<file path="src/hw/rtl/visited_pose_proximity_filter_core_defines.svh">
// ----------------------------------------------------------------------------
// Visited pose proximity filter - assertion macros
// Shared concurrent assertion forms, clocked on clk.
// ----------------------------------------------------------------------------
`ifndef VISITED_POSE_PROXIMITY_FILTER_CORE_DEFINES_SVH
`define VISITED_POSE_PROXIMITY_FILTER_CORE_DEFINES_SVH

// check outside reset
`define VPPF_ASSERT_RST(lbl, prop, msg) \
  lbl: assert property (@(posedge clk) disable iff (!rst_n) prop) else $error(msg);

// check on every edge, reset included
`define VPPF_ASSERT_ALL(lbl, prop, msg) \
  lbl: assert property (@(posedge clk) prop) else $error(msg);

`endif

</file>
<file path="src/hw/rtl/vppf_pkg.sv">
// ----------------------------------------------------------------------------
// Visited pose proximity filter - package
// Beat types, controller states and controller/datapath signal groups.
// ----------------------------------------------------------------------------
`timescale 1ns / 1ps

package vppf_pkg;

  localparam int unsigned POS_W     = 20;
  localparam int unsigned RADIUS_W  = 16;
  localparam int unsigned ENTRIES_W = 9;
  localparam logic [RADIUS_W-1:0] RADIUS_RESET = 16'd500;

  typedef struct packed {
    logic signed [POS_W-1:0] pos_x;
    logic signed [POS_W-1:0] pos_y;
  } in_t;

  typedef struct packed {
    logic                 is_new;
    logic                 stored;
    logic [ENTRIES_W-1:0] entries;
  } out_t;

  typedef enum logic [1:0] {
    ST_IDLE,
    ST_SCAN,
    ST_DRAIN,
    ST_FINISH
  } state_t;

  typedef struct packed {
    logic load;
    logic rd_en;
    logic commit;
  } cmd_t;

  typedef struct packed {
    logic empty;
    logic last_rd;
  } stat_t;

endpackage

</file>
<file path="src/hw/rtl/vppf_ctrl.sv">
// ----------------------------------------------------------------------------
// Visited pose proximity filter - controller
// Sequences load, store scan, pipeline drain and commit of one query.
// ----------------------------------------------------------------------------
`timescale 1ns / 1ps

module vppf_ctrl import vppf_pkg::*; (
  input  logic  clk,
  input  logic  rst_n,
  input  logic  start,
  input  stat_t stat,
  output logic  busy,
  output cmd_t  cmd
);

  state_t state_r;
  state_t state_nxt;

  always_ff @(posedge clk) begin
    if (!rst_n) begin
      state_r <= ST_IDLE;
    end else begin
      state_r <= state_nxt;
    end
  end

  always_comb begin
    state_nxt = state_r;
    unique case (state_r)
      ST_IDLE: begin
        if (start) begin
          state_nxt = stat.empty ? ST_FINISH : ST_SCAN;
        end
      end
      ST_SCAN: begin
        if (stat.last_rd) begin
          state_nxt = ST_DRAIN;
        end
      end
      ST_DRAIN:  state_nxt = ST_FINISH;
      ST_FINISH: state_nxt = ST_IDLE;
      default:   state_nxt = ST_IDLE;
    endcase
  end

  always_comb begin
    cmd  = '0;
    busy = 1'b1;
    unique case (state_r)
      ST_IDLE: begin
        busy     = 1'b0;
        cmd.load = start;
      end
      ST_SCAN:   cmd.rd_en  = 1'b1;
      ST_DRAIN:  cmd        = '0;
      ST_FINISH: cmd.commit = 1'b1;
      default:   cmd        = '0;
    endcase
  end

endmodule

</file>
<file path="config.mk">
export PLATFORM = sky130hd
export DESIGN_NAME = vppf_ctrl
export DESIGN_NICKNAME = d
export VERILOG_FILES = /design/src/hw/rtl/visited_pose_proximity_filter_core_defines.svh /design/src/hw/rtl/vppf_pkg.sv /design/src/hw/rtl/vppf_ctrl.sv
export SDC_FILE = /design/constraint.sdc
export NUM_CORES = 1
export LEC_CHECK = 0
export BUFFER_PORTS_ARGS = -buffer_cell sky130_fd_sc_hd__buf_2
export CORE_AREA = 2 2 39 41
export CTS_CLUSTER_SIZE = 25
export DETAILED_ROUTE_END_ITERATION = 6
export DIE_AREA = 0 0 41 43
export PLACE_DENSITY_LB_ADDON = 0.25
export SETUP_SLACK_MARGIN = 0.15
export SYNTH_ARGS = -nofsm -noshare
export SYNTH_HDL_FRONTEND = slang
export SYNTH_SLANG_ARGS = --single-unit
</file>
<file path="constraint.sdc">
create_clock -name clk -period 1.8 [get_ports clk]
set_clock_uncertainty 0.1 [all_clocks]
set_input_delay 0.18 -clock clk [delete_from_list [all_inputs] [get_ports clk]]
set_output_delay 0.18 -clock clk [all_outputs]
set_load 0.02 [all_outputs]
</file>
* After elaboration in Yosys (flattened, before gate mapping)
Cells that the tools add are included.
** Operators by class
- Eq/ne operators :: 5
- Muxes and demuxes :: 8
- Reduce and logical (&&, ||, !) cells :: 2
** Operators with widths (number)
- case mux 2 bit (4 select lines) :: 1
- two-way mux 2 bit :: 3
- == test 2 bit (second input constant) :: 2
- two-way mux 1 bit :: 4
- != test 2 bit (second input constant) :: 2
- == test 2 x 1 -> 1 bit (second input constant) :: 1
- logical NOT 2 bit :: 1
- AND reduction 2 bit :: 1
** Word-level totals
- Bits in registers :: 2
- Input port bits :: 5
- Word-level logic and storage cells :: 16

* Longest topological paths before layout
Gate-level depths: netlist of run 1.
- Depth after elaboration :: 3
- Depth in mapped cells :: 5
- Depth with buffers taken out :: 5

* Worst setup path before layout of run 1
Ideal clock, no wire load.
- Kind :: register -> register
- Start point :: register state_r[1]
- End point :: register state_r[0]
- Setup time :: 123 ps
- Arrival :: 1135 ps
- Slack :: 441 ps
- Stages on the path, launching flop included :: 6
- Path buffers :: 0
- Period minus slack after synthesis :: 1359 ps
- Cells stage by stage :: dfxtp_1 inv_1 ha_1 nor2b_4 nor4_2 nor3b_2
** Between the ends
- Word-level cells in the longest chain between the ends :: 3
** Ends and longest elaborated chain
- start, declared :: RTL line vppf_ctrl.sv:16 : state_t state_r;
- start signal, assigned :: RTL line vppf_ctrl.sv:23 : state_r <= state_nxt;
- == test 2 x 1 -> 1 bit or logical NOT 2 bit (tied branches) :: RTL line vppf_ctrl.sv:29 : unique case (state_r)
- != test 2 bit (no source line)
- AND reduction 2 bit (no source line)
Parallel ways exist; a longest one is shown, timed or not.
A chain may end at the register's enable or synchronous reset.

==> flow_summary.ini, run 1 <==
[worst_setup_path]
crit_type = flip-flop to output pin
worstReg2RegStart = state_r[0]
critical_path_required_ns = 1.52
path_depth = 4
r2r_slack_ns = 0.38
cp-start-kind = flip-flop
critPathMaxFanout = 4
crit_buf_inv = 2
critPathTopFamily = flip-flops
r2r_cells = 5
worstPathArrival_ns = 1.23
worstReg2RegEnd = state_r[1]
path_cells = inv_1 -> ha_1 -> and2_1 -> buf_2
slowest_delay_ns = 0.38
critPathCaptureType = output pin
critPathSlowestCell = dfxtp_1

[clocking]
cts_buffers = 3
cts.clk_slew.worst_paths_ns = 0.03
cts_tree = done
clock_sinks = 2
ctsResizeCount = 0
clk_latency_ns = 0.22
cts_hold_buf = 0
cts_setup_buffers = 0
cts_buffer_depth = 2
h-tree-depth = 1
clockRootBuffer = clkbuf_4

[routing]
via_count = 178
initialDrtViolationCount = 0
drt-total-wl_um = 379
drt.antenna.violating_nets = 0
drcViolationCount = 0
vias_per_cell = 3.633
wl_per_cell_um = 7.735
first_pass_iters = 1

[yosys]
yosys_warnings = 0
seq_area_frac_synth = 0.1839
syn_area_um2 = 217.7
synth.avg_cell_area_um2 = 9.896
synth_cell_type_count = 15
syn_nets = 32
synthCells = 22
ys_seq_elements = 2

[floorplan]
die_w_um = 41
start_util = 0.1573
core_um2 = 1384
die_area_um2 = 1763
io_pins = 9
num_rows = 14
die_h_um = 43

[global_routing]
grt_max_degree = 5
grt.total_usage = 0.05411
grt_pass1_wl_um = 607
first_global_vias = 163
antenna_found_initial = 0
grt_overflow = 0

[power_and_ir_drop]
powerDensity_nw_per_um2 = 1866
vdd_drop_max_mv = 0.3108
cellLeakagePower_nw = 0.1531

[place]
hpwl_um = 337.4
gp_congestion = 0.6016
place_ws_ns = 0.3962
io_buffer_count = 8

[final_layout]
nNetsFinal = 45
fillers = 162
max_flop_register = state_r
diodes = 0
largestRegisters = state_r: 2 flops
layout_commonest_cell = buf_2
area_delta_synth_final_pct = 37.93
largest_reg_flops = 2
final_cell_mix = 8 x buf_2, 5 x ha_1, 3 x inv_1, 3 x clkbuf_4, 2 x dfxtp_1
drive_above_1_share = 0.5152

[timing]
setup-violations-final = 0
fmax_mhz = 663.7
tightest_slew_ns = 0.2533
hold_viol = 0
post-route-min-period_ns = 1.507
fin_crit_sh = 0.8370
setup_ws_ns = 0.2933
slew_viol_final = 0
rsz0062_at_grt = no
tns_ns = 0
slew_headroom = 0.8298

[run]
maxCapViolations = 0

[hold_path]
hp-start = rst_n
worstHoldPathType = primary input to flip-flop
hold_path_depth = 2
hold_end = state_r[1]

[run_status]
status = finished clean
[per-layer routing]
layer | global-route usage | wire length [um]
met4 | 0.02000 | 0
met3 | 0.03141 | 14
met5 | 0 | 0
met2 | 0.08125 | 208
met1 | 0.06070 | 156
[cell usage after synthesis (all sizes together)]
master,number,share of area
ha,5,0.29
inv,3,0.052
dfxtp,2,0.18
nand2b,2,0.069
nor2b,2,0.10
a21oi,1,0.040
and2,1,0.029
and3,1,0.029
mux2i,1,0.046
nand3,1,0.023
nor3b,1,0.057
nor4,1,0.057
o21ai,1,0.023
[cell type report]
class | instances | area (um^2) | area share
Tap cell | 16 | 20.02 | 0.06667
Multi-Input combinational cell | 17 | 166.4 | 0.5542
Timing Repair Buffer | 8 | 40.04 | 0.1333
Clock buffer | 3 | 22.52 | 0.07500
Inverter | 3 | 11.26 | 0.03750
Sequential cell | 2 | 40.04 | 0.1333
[cells by family after synthesis]
logic type               count (synthesis)  share of synthesized area
buffers and inverters                    3                    0.05172
AO/OA/AOI/OAI                            2                    0.06320
flip-flops                               2                     0.1839
multiplexers                             1                    0.04598
adder cells (fa/ha/maj)                  5                     0.2874
AND/OR/NAND/NOR                          9                     0.3678
[stage by stage]
| stage | hold WS [ns] | util | instance area (um^2) | power [mW] | cells |
|---|---|---|---|---|---|
| floorplan | 0.2259 | - | 217.7 | 0.3895 | 22 |
| global placement | 0.3494 | 0.2007 | 277.8 | 0.4747 | 46 |
| detailed placement | 0.3382 | 0.2007 | 277.8 | 0.4702 | 46 |
| CTS | 0.1169 | 0.2170 | 300.3 | 0.5715 | 49 |
| global route | 0.1275 | 0.2170 | 300.3 | 0.6267 | 49 |
| finish | 0.1251 | 0.2170 | 300.3 | 0.5602 | 49 |
[how the worst max path moves through the flow]
stage / from / endpoint / slack [ns]
CTS: state_r[0] / cmd[2] / 0.27
floorplan: state_r[1] / state_r[0] / 0.44
finish: state_r[0] / cmd[2] / 0.29
global route: state_r[0] / cmd[2] / 0.19
global placement: state_r[0] / state_r[1] / 0.38
detailed placement: state_r[0] / state_r[1] / 0.40
[worst reg2reg max path, delay by kind of cell (launching register included)]
kind	cells	cell delay, ns
adder cells (fa/ha/maj)	1	0.29
buffers and inverters	1	0.10
flip-flops	1	0.38
multiplexers	1	0.16
AND/OR/NAND/NOR	2	0.28
[power breakdown]
part	internal (mW)	leakage, nW	switching (mW)	total, mW
registers	0.0692	0.0167	0.0233	0.0925
clock network	0.0733	0.0138	0.0224	0.0958
logic	0.167	0.123	0.205	0.372
total	0.309	0.153	0.251	0.560
Power figures use the tool's default switching activity.
==> run 2, diff against run 1 <==
clock period = 1.5 ns   (was 1.8 ns; I/O delays follow)
==> run 2 against run 1 <==
  * Non-clock buffer count rose by 1
  * Register-to-register slack got worse by 0.19 ns
  * Final cell count rose by 2.0%
  * Clock power rose by 19%
  * Hold slack got worse by 0.044 ns
  * Setup slack got worse by 0.10 ns
  * Global-route usage rose by 1.9 points
  * Critical endpoint is now state_r[0]
  * Highest routed layer unchanged
  * Via count rose by 3.4%
==> flow_summary.ini, run 2 (synthesized netlist as in run 1, its figures left out) <==
[run_status]
status = finished clean

[global_routing]
antenna_found_initial = 0
top_usage_layer = met2
grt_pass1_wl_um = 814
use_met3 = 0.04712
first_global_vias = 206
met1_usage = 0.07987
met2_usage = 0.09375
grt_overflow = 0
grt_max_degree = 5
grt.total_usage = 0.07315

[floorplan]
die_h_um = 43
die_w_um = 41
core_um2 = 1384
io_pins = 9
num_rows = 14
die_area_um2 = 1763
start_util = 0.1573

[timing]
slew_headroom = 0.8273
setup-violations-final = 0
hold_viol = 0
fin_crit_sh = 0.8727
fmax_mhz = 763.9
tightest_slew_ns = 0.2569
post-route-min-period_ns = 1.309
rsz0062_at_grt = yes
tns_ns = 0
slew_viol_final = 0

[final_layout]
area_delta_synth_final_pct = 50.57
drive_above_1_share = 0.7059
max_flop_register = state_r
nNetsFinal = 46
largest_reg_flops = 2
fin_util = 0.2369
fillers = 161
layout_commonest_cell = buf_2
largestRegisters = state_r: 2 flops
diodes = 0
final_cell_mix = 7 x buf_2, 3 x ha_1, 3 x clkbuf_4

[worst_setup_path]
cp-start-kind = flip-flop
critPathCaptureType = flip-flop
critical_path_required_ns = 1.50
critPathMaxFanout = 3
worstPathArrival_ns = 1.31
crit_type = flip-flop to flip-flop

[routing]
wl_per_cell_um = 7.960
drcViolationCount = 0
drt-total-wl_um = 398
drt.antenna.violating_nets = 0
vias_per_cell = 3.680
via_count = 184
first_pass_iters = 2
initialDrtViolationCount = 3

[clocking]
clock_sinks = 2
h-tree-depth = 1
clockRootBuffer = clkbuf_4
cts_buffer_depth = 2
cts_hold_buf = 0
clk_latency_ns = 0.22
cts_tree = done
cts_buffers = 3
cts.clk_slew.worst_paths_ns = 0.03

[power_and_ir_drop]
powerDensity_nw_per_um2 = 2283
vdd_drop_max_mv = 0.5140
cellLeakagePower_nw = 0.1577

[place]
gp_congestion = 0.6431
hpwl_um = 364.3
io_buffer_count = 8

[hold_path]
worstHoldPathType = primary input to flip-flop

[run]
maxCapViolations = 0
==> run 2: changes by cell type in the layout (fill, tap and decap cells not counted), sizes merged <==
cell  delta
buf      +1
==> run 2: layer usage <==
| layer | up-vias | part of all wire |
|---|---|---|
| li1 | 98 | - |
| met1 | 83 | 0.43 |
| met2 | 3 | 0.54 |
| met3 | 0 | 0.023 |
| met4 | 0 | 0 |
| met5 | - | 0 |
==> run 2: worst paths after layout <==
path              cells after the start  startpoint         end  slack (ns)
hold reg to reg                       3  state_r[0]  state_r[0]        0.56
setup / recovery                      5  state_r[0]  state_r[0]        0.19
hold / removal                        2       rst_n  state_r[1]        0.08
setup reg to reg                      5  state_r[0]  state_r[0]        0.19
==> run 2: stage by stage <==
stage                     hold WS [ns]  worst slack, ns  cell area, um^2  total power, mW  std cells
after floorplan                 0.1959           0.2026            220.2           0.4725         22
after global placement          0.3133           0.1539            287.8           0.5949         47
after detailed placement        0.3114           0.1553            287.8           0.5924         47
after CTS                      0.07842           0.1610            316.6           0.7372         50
after global routing           0.09180           0.1164            327.8           0.8357         50
final                          0.08118           0.1910            327.8           0.7483         50
==> run 2: power breakdown <==
part | switching (mW) | internal [mW]
registers | 0.0208 | 0.0893
clock network | 0.0266 | 0.0879
logic | 0.276 | 0.247
==> run 2: final cells by class <==
cell class / instances / area, um^2 / share of cell area
repair buffers: 9 / 50.05 / 0.1527
inverters: 3 / 11.26 / 0.03435
flip-flops and latches: 2 / 42.54 / 0.1298
multi-input cells: 17 / 181.4 / 0.5534
clock buffers: 3 / 22.52 / 0.06870
well taps: 16 / 20.02 / 0.06107
==> run 2: worst max-delay path, stage by stage, from the launching register on <==
cell	delay [ns]
dfxtp_2	0.31
buf_4	0.14
ha_2	0.19
nor2b_4	0.13
nor4_2	0.25
nor3b_2	0.07
==> run 2: timing repair <==
| item | in CTS | in global routing |
|---|---|---|
| setup buffers | 0 | 0 |
| gates cloned | 0 | 0 |
| gates resized for setup | 5 | 2 |
| endpoints found under the setup margin | 2 | 2 |
| pin swaps | 0 | 0 |
==> run 3, diff against run 2 <==
CAP_MARGIN = 5   (was default)
HOLD_SLACK_MARGIN = 0.12   (was default)
==> run 3 against run 2 <==
  * Global-route usage fell by 0.10 points
  * Register-to-register slack is essentially flat
  * Routed wire length increased by 0.50%
  * Die area unchanged
  * Core utilization up 0.90 points
  * Power grew 0.72%
  * Count of clock-buffer cells in the layout did not move
  * Clock power hardly changed
  * Design area grew 3.8%
  * Sequential power about the same
  * Final cell count is 2.0% higher
  * Non-clock buffer count increased by 1
==> flow_summary.ini, run 3 (synthesized netlist as in run 1, its figures left out) <==
[final_layout]
largestRegisters = state_r: 2 flops
design_area_um2 = 340.3
drive_above_1_share = 0.7143
layout_commonest_cell = buf_2
diodes = 0
largest_reg_flops = 2
final_cell_mix = 7 x buf_2, 3 x clkbuf_4
max_flop_register = state_r
nNetsFinal = 47
area_delta_synth_final_pct = 56.32

[worst_setup_path]
critPathCaptureType = flip-flop
crit_type = flip-flop to flip-flop
worstPathArrival_ns = 1.30
cp-start-kind = flip-flop
critical_path_required_ns = 1.50
critPathMaxFanout = 3

[routing]
drcViolationCount = 0
drt.antenna.violating_nets = 0
via_count = 187
initialDrtViolationCount = 3
first_pass_iters = 2
drt-total-wl_um = 400
wl_per_cell_um = 7.843
vias_per_cell = 3.667

[place]
io_buffer_count = 8
post_dp_cell_area_um2 = 287.8
hpwl_um = 364.3
gp_congestion = 0.6431

[power_and_ir_drop]
vdd_drop_max_mv = 0.5154
powerDensity_nw_per_um2 = 2215
power_mw = 0.7537
cellLeakagePower_nw = 0.1607

[clocking]
clockRootBuffer = clkbuf_4
clk_latency_ns = 0.22
cts_tree = done
cts_buffer_depth = 2
clock_sinks = 2
cts_buffers = 3
h-tree-depth = 1
cts.clk_slew.worst_paths_ns = 0.03
cts_setup_buffers = 0

[hold_path]
worstHoldPathType = primary input to flip-flop

[timing]
fin_crit_sh = 0.8705
slew_headroom = 0.8296
tightest_slew_ns = 0.2535
slew_viol_final = 0
rsz0062_at_grt = yes
hold_viol = 0
tns_ns = 0
setup-violations-final = 0
post-route-min-period_ns = 1.306
fmax_mhz = 765.8

[global_routing]
met1_usage = 0.07668
grt_max_degree = 5
antenna_found_initial = 0
met2_usage = 0.09375
grt_pass1_wl_um = 800
grt.total_usage = 0.07214
top_usage_layer = met2
use_met3 = 0.04712
grt_overflow = 0
first_global_vias = 207

[floorplan]
num_rows = 14
die_h_um = 43
start_util = 0.1573
die_w_um = 41
die_area_um2 = 1763
io_pins = 9
core_um2 = 1384

[run_status]
status = finished clean

[run]
maxCapViolations = 0
run 3: cell type report:
| cell class | count | area, um^2 |
|---|---|---|
| Tap cell | 16 | 20.02 |
| Timing Repair Buffer | 10 | 60.06 |
| Inverter | 3 | 11.26 |
| Multi-Input combinational cell | 17 | 183.9 |
| Sequential cell | 2 | 42.54 |
| Fill cell | 159 | 1044 |
| Clock buffer | 3 | 22.52 |
run 3: through the flow:
step                cells    util  setup WS (ns)  hold WS (ns)
floorplan              22       -         0.2026        0.1959
detailed placement     47  0.2080         0.1553        0.3114
finish                 51  0.2459         0.1942        0.2151
global route           51  0.2459         0.1180        0.2478
global placement       47  0.2080         0.1539        0.3133
CTS                    51  0.2360         0.1610        0.2183
run 3: worst paths after layout:
kind,start,end,slack [ns],cells past startpoint
min,stat[1],state_r[1],0.22,4
min reg2reg,state_r[0],state_r[0],0.56,3
max,state_r[0],state_r[0],0.19,5
max reg2reg,state_r[0],state_r[0],0.19,5
run 3: worst max-delay path: stages (launching register included):
cell and delay, ns:
dfxtp_2 0.31, buf_4 0.14, ha_2 0.19, nor2b_4 0.13, nor4_2 0.25, nor3b_2 0.07
run 3: repair_timing:
item	CTS	global route
resized for setup	5	3
hold endpoints to repair	2	0
endpoints found under the setup margin	2	3
hold buffers	1	0
run 3: metal layers:
layer  vias to the layer above  part of all wire
li1                        100                 -
met1                        84              0.44
met2                         3              0.54
met3                         0             0.023
met4                         0                 0
met5                         -                 0
run 3: where the power goes:
part	switching, mW	total [mW]	internal (mW)
sequential	0.0209	0.110	0.0893
clock	0.0259	0.114	0.0878
combinational	0.277	0.530	0.252
